### src/hw/rtl/cth_pkg.sv
// ----------------------------------------------------------------------------
// cth_pkg
// Shared constants and types of the call trace hash aggregator.
// ----------------------------------------------------------------------------
package cth_pkg;

   localparam int unsigned TABLE_SIZE_DEF  = 4096;
   localparam int unsigned FRAME_DEPTH_DEF = 16384;
   localparam int unsigned STACK_DEPTH_DEF = 128;

   localparam logic [63:0] MIX_MUL   = 64'hc6a4a7935bd1e995;
   localparam int unsigned MIX_SHIFT = 47;

   typedef struct packed {
      logic [63:0] frame_method;
      logic signed [31:0] frame_bci;
      logic [31:0] sample_weight;
      logic [7:0]  trace_length;
      logic        last_frame;
   } req_type;

   typedef struct packed {
      logic [11:0] trace_slot;
      logic        new_entry;
      logic        frames_dropped;
      logic        table_full;
   } rsp_type;

endpackage

### src/hw/rtl/cth_mul64.sv
// ----------------------------------------------------------------------------
// cth_mul64
// Low 64 bits of a product with the mixing constant: three registered 32x32
// partial products summed after the register, so p follows a in the next cycle.
// ----------------------------------------------------------------------------
module cth_mul64 (
   input  logic        clock,
   input  logic [63:0] a,
   output logic [63:0] p
);
   localparam logic [31:0] ML = cth_pkg::MIX_MUL[31:0];
   localparam logic [31:0] MH = cth_pkg::MIX_MUL[63:32];

   logic [63:0] ll_ff;
   logic [31:0] lh_ff, hl_ff;

   always_ff @(posedge clock) begin
      ll_ff <= {32'd0, a[31:0]} * {32'd0, ML};
      lh_ff <= a[31:0] * MH;
      hl_ff <= a[63:32] * ML;
   end

   assign p = ll_ff + {lh_ff + hl_ff, 32'd0};
endmodule

### config.mk
export PLATFORM = sky130hd
export DESIGN_NAME = cth_mul64
export DESIGN_NICKNAME = d
export VERILOG_FILES = /design/src/hw/rtl/cth_pkg.sv /design/src/hw/rtl/cth_mul64.sv
export SDC_FILE = /design/constraint.sdc
export NUM_CORES = 2
export LEC_CHECK = 0
export ABC_CLOCK_PERIOD_IN_PS = 8600
export BUFFER_PORTS_ARGS = -buffer_cell sky130_fd_sc_hd__buf_2
export CAP_MARGIN = 20
export CORE_MARGIN = 8
export CORE_UTILIZATION = 30
export CTS_CLUSTER_SIZE = 10
export DETAILED_ROUTE_END_ITERATION = 16
export SYNTH_ARGS = -nofsm -noshare
export SYNTH_HDL_FRONTEND = slang
export SYNTH_SLANG_ARGS = --single-unit
### constraint.sdc
create_clock -name clock -period 8.6 [get_ports clock]
set_input_delay 1.29 -clock clock [delete_from_list [all_inputs] [get_ports clock]]
set_output_delay 1.29 -clock clock [all_outputs]
set_load 0.005 [all_outputs]
# Word-level counts from Yosys, hierarchy flattened
# Cells that the tools add are included.
dict set report word_totals {
  register_bits 127
  inputBits 65
  output_inout_bits 64
  wordCells 8
}
dict set report op_classes {
  add_sub_neg 2
  mul 3
}
# operator n
set ops {}
lappend ops {{$add 63x64->64} 1}
lappend ops {{$mul 32x31->32 const B} 2}
lappend ops {{$mul 32x31->63 const B} 1}
lappend ops {{$add 32x32->32} 1}

# Logic depth before layout (Yosys ltp)
dict set report depth {
  depth_word 2
  mapped_depth 27
  ltp_nobuf 27
}

# Least setup slack after synthesis
# OpenSTA, ideal clock, no wires.
dict set report synth_path {
  kind {input port to flip-flop}
  from {input port a[7]}
  to {register ll_ff[61]}
  setup_time_ns 0.072
  arrival_ns 7.527
  t_required_ns 8.528
  path_slack_ns 1.000
  cell_stages 24
  n_path_buf 1
  path_cell_list {inv_1 fa_1 inv_1 fa_1 inv_1 fa_1 fa_1 fa_1 fa_1 fa_1 fa_1 inv_1 ha_1 buf_2 nand2_1 o21ai_0 a21oi_1 o21ai_0 a221oi_1 nand2_1 a221o_1 a311o_2 a41oi_2 xnor2_1}
}
dict set report synth_via {
  elab_chain_cells 1
}
# element line_no
set synth_lines {}
lappend synth_lines {{start, declared} cth_mul64.sv:8} ;# input logic [63:0] a,
lappend synth_lines {{$mul 32x31->63} cth_mul64.sv:18} ;# ll_ff <= {32'd0, a[31:0]} * {32'd0, ML};
lappend synth_lines {{end signal, assigned} cth_mul64.sv:18}
lappend synth_lines {{end, declared} cth_mul64.sv:14} ;# logic [63:0] ll_ff;
# Every way passes these cells.

# Final worst setup path
dict set report layout_path {
  from {input port a[17]}
  to {register ll_ff[62]}
}
# Same word-level chain as after synthesis.

==> metrics.csv <==
stage,metric,value,unit
sta,Slew @ Worst Pin,0.7328,ns
yosys,syn_area_per_cell,9.898,um^2
sta,Setup TNS,0,ns
grt,Overflow after GRT,0,
cells_and_area,share of cells above drive strength 1,6.847,%
route,Met1 Routed Length,56.58,mm
yosys,sequential area share after synthesis,6.258,%
cells_and_area,Final Cell Area,44290,um^2
setup_path,"Data arrival, critical path",8.54,ns
setup_path,WS Path Type,primary input to flop,
setup_path,peak fanout along the critical path,9,
sta,Slew headroom,50.53,%
cts,Post-CTS Setup Bufs,0,
status,status,completed,
sta,RSZ-0062 raised after global routing,no,
route,initial DRC count,1677,
route,DR WL met3,7.670,mm
yosys,"Distinct cells, synth",72,
worst_hold_path,HP Start,a[33],
cells_and_area,Diodes inserted,0,
cells_and_area,"commonest non-fill, non-tap cell in the layout",inv_1,
yosys,synth warn,0,
grt,Total GRT Usage,17.35,%
route,total wire length,125.6,mm
yosys,dominant cells by area after synthesis,"fa_1 (38%), ha_1 (27%), inv_1 (12%)",
yosys,most common flop cell mapped by yosys,dfxtp_1,
yosys,Post-Synthesis Cells,4072,
route,drt via density,4.686,
yosys,synthesized flop and latch total,126,
cts,Sink Count,126,
sta,final hold vios,0,
setup_path,required time worst endpoint,8.97,ns
floorplanning,Die Y,382.5,um
route,DRC,0,
setup_path,crit path from,a[17],
route,wire length on met2,57.65,mm
sta,fin crit period,8.170,ns
yosys,Post-synth EDFFs,0,
cts,hold_buf cts,0,
route,post-route ant nets,0,
route,Wirelength per Cell,20.71,um
floorplanning,Initial Utilization,30.20,%
route,top layer in use,met4,
worst_hold_path,Worst Hold End,hl_ff[1],
cts,post-CTS resize count,0,
cells_and_area,Final nets,5984,
cts,Clock transition at path regs,0.06,ns
cells_and_area,Final Util,33.19,%
setup_path,Worst setup EP type,flop,
cts,clk root buf,clkbuf_16,
grt,largest net degree at the start of global routing,17,
placement,RePlAce Congestion,0.9784,
worst_hold_path,Min-Delay Path Class,primary input to flop,
yosys,Synth top area share,37.95,%
floorplanning,Die Width,382.5,um
job,number of max-cap violations,0,
sta,final count of negative-setup-slack endpoints,0,
cells_and_area,most frequent cells in the layout,"inv_1 (1,240), ha_1 (873), fa_1 (764)",
worst_hold_path,Hold Crit Depth,1,
cts,CTS tree,done,
grt,first-pass GRT wire length,190.0,mm
floorplanning,DIE AREA,146300,um^2
yosys,Post-synth ARST share,0,%
placement,Port Buf Inserts,128,
cts,H-Tree Depth,4,
sta,Max Freq,122.4,MHz
sta,"Slew Viols, Final",0,
route,via count,28409,
cts,CTS buffer count,17,
floorplanning,number of core rows,134,
grt,initial antenna violation count,7,
placement,Placed Area,43710,um^2
yosys,cell taking the most area after synthesis,fa_1,
yosys,mapped cell area,40310,um^2
route,Pre-Repair DR Iteration Count,5,
sta,final period utilization,95.00,%
cells_and_area,area grow syn2layout,9.881,%
yosys,net count after synthesis,5774,
placement,post-DP HPWL,113.5,mm
floorplanning,I/O Pins,129,
cts,worst-case clock buffer depth,2,
floorplanning,Core ar.,133500,um^2
setup_path,crit start category,primary input,
grt,number of global-route vias before repair,30667,
-- state kept, by name (all words and copies together) (netlist names) --
register  count
hl_ff        32
lh_ff        32
ll_ff        62
-- kinds of logic (layout without fill, tap and decap cells) --
kind of cell	count (synthesis)	in the layout	synth area share, %
mux	3	3	0.07450
simple gates	334	334	4.073
buf+inv	1289	1511	12.31
xor+xnor	223	223	4.846
flops	126	126	6.258
fa+ha+maj	1637	1637	65.05
compound gates	460	460	7.394
-- how the worst max path moves through the flow --
stage,endpoint,cells past startpoint,slack (ns)
2_1_floorplan,ll_ff[61],24,1.00
3_3_place_gp,ll_ff[62],23,0.07
3_5_place_dp,ll_ff[62],23,0.05
4_1_cts,ll_ff[62],23,0.57
5_1_grt,ll_ff[62],24,0.18
6_report,ll_ff[62],23,0.43
-- per-layer routing --
metal  track usage [%]  up-vias
li1                  -    13079
met1             23.73    14455
met2             28.08      712
met3             3.276      163
met4             4.656        0
met5                 0        -
-- area by class of cell --
| type | instances | area, um^2 |
|---|---|---|
| flip-flops and latches | 126 | 2522 |
| clock inverters | 14 | 157.7 |
| repair buffers | 240 | 1494 |
| inverters | 1240 | 4654 |
| multi-input cells | 2657 | 32820 |
| fillers | 13855 | 89170 |
| clock buffers | 17 | 425.4 |
| well taps | 1768 | 2212 |
-- cell usage after synthesis (all sizes together) (16+ instances only) --
master	instances
nor3	23
a21o	64
xor2	49
buf	33
o21a	18
a211oi	20
nand2	81
o21bai	27
xnor2	174
nand2b	21
o21ai	77
clkbuf	16
fa	764
nand3	26
and3	23
nor2	90
a21oi	160
inv	1240
ha	873
dfxtp	126
nand4	17
-- metrics by stage --
stage	setup slack [ns]	hold slack, ns	std cells
after floorplan	1.000	1.318	4072
after global placement	0.06819	1.655	6031
after detailed placement	0.05040	1.669	6031
after CTS	0.5663	1.129	6062
after global routing	0.1776	1.141	6062
final	0.4303	1.148	6062
-- worst max-delay path, cell delays in order --
cell and delay [ns]:
buf_2 0.23, fa_1 0.77, ha_1 0.29, inv_1 0.07, fa_1 0.44, fa_1 0.52
inv_1 0.10, fa_1 0.68, fa_1 0.47, fa_1 0.48, fa_1 0.40, ha_1 0.42
a21oi_1 0.10, o21ai_0 0.31, buf_4 0.18, a21oi_1 0.05, a21oi_1 0.21, o21ai_0 0.13
o31ai_1 0.48, a41o_1 0.33, a31o_2 0.24, mux2i_1 0.22, nand4_1 0.10
Power is not shown: default switching activity piles up to over one toggle a cycle in this logic, so the estimate is an artifact.
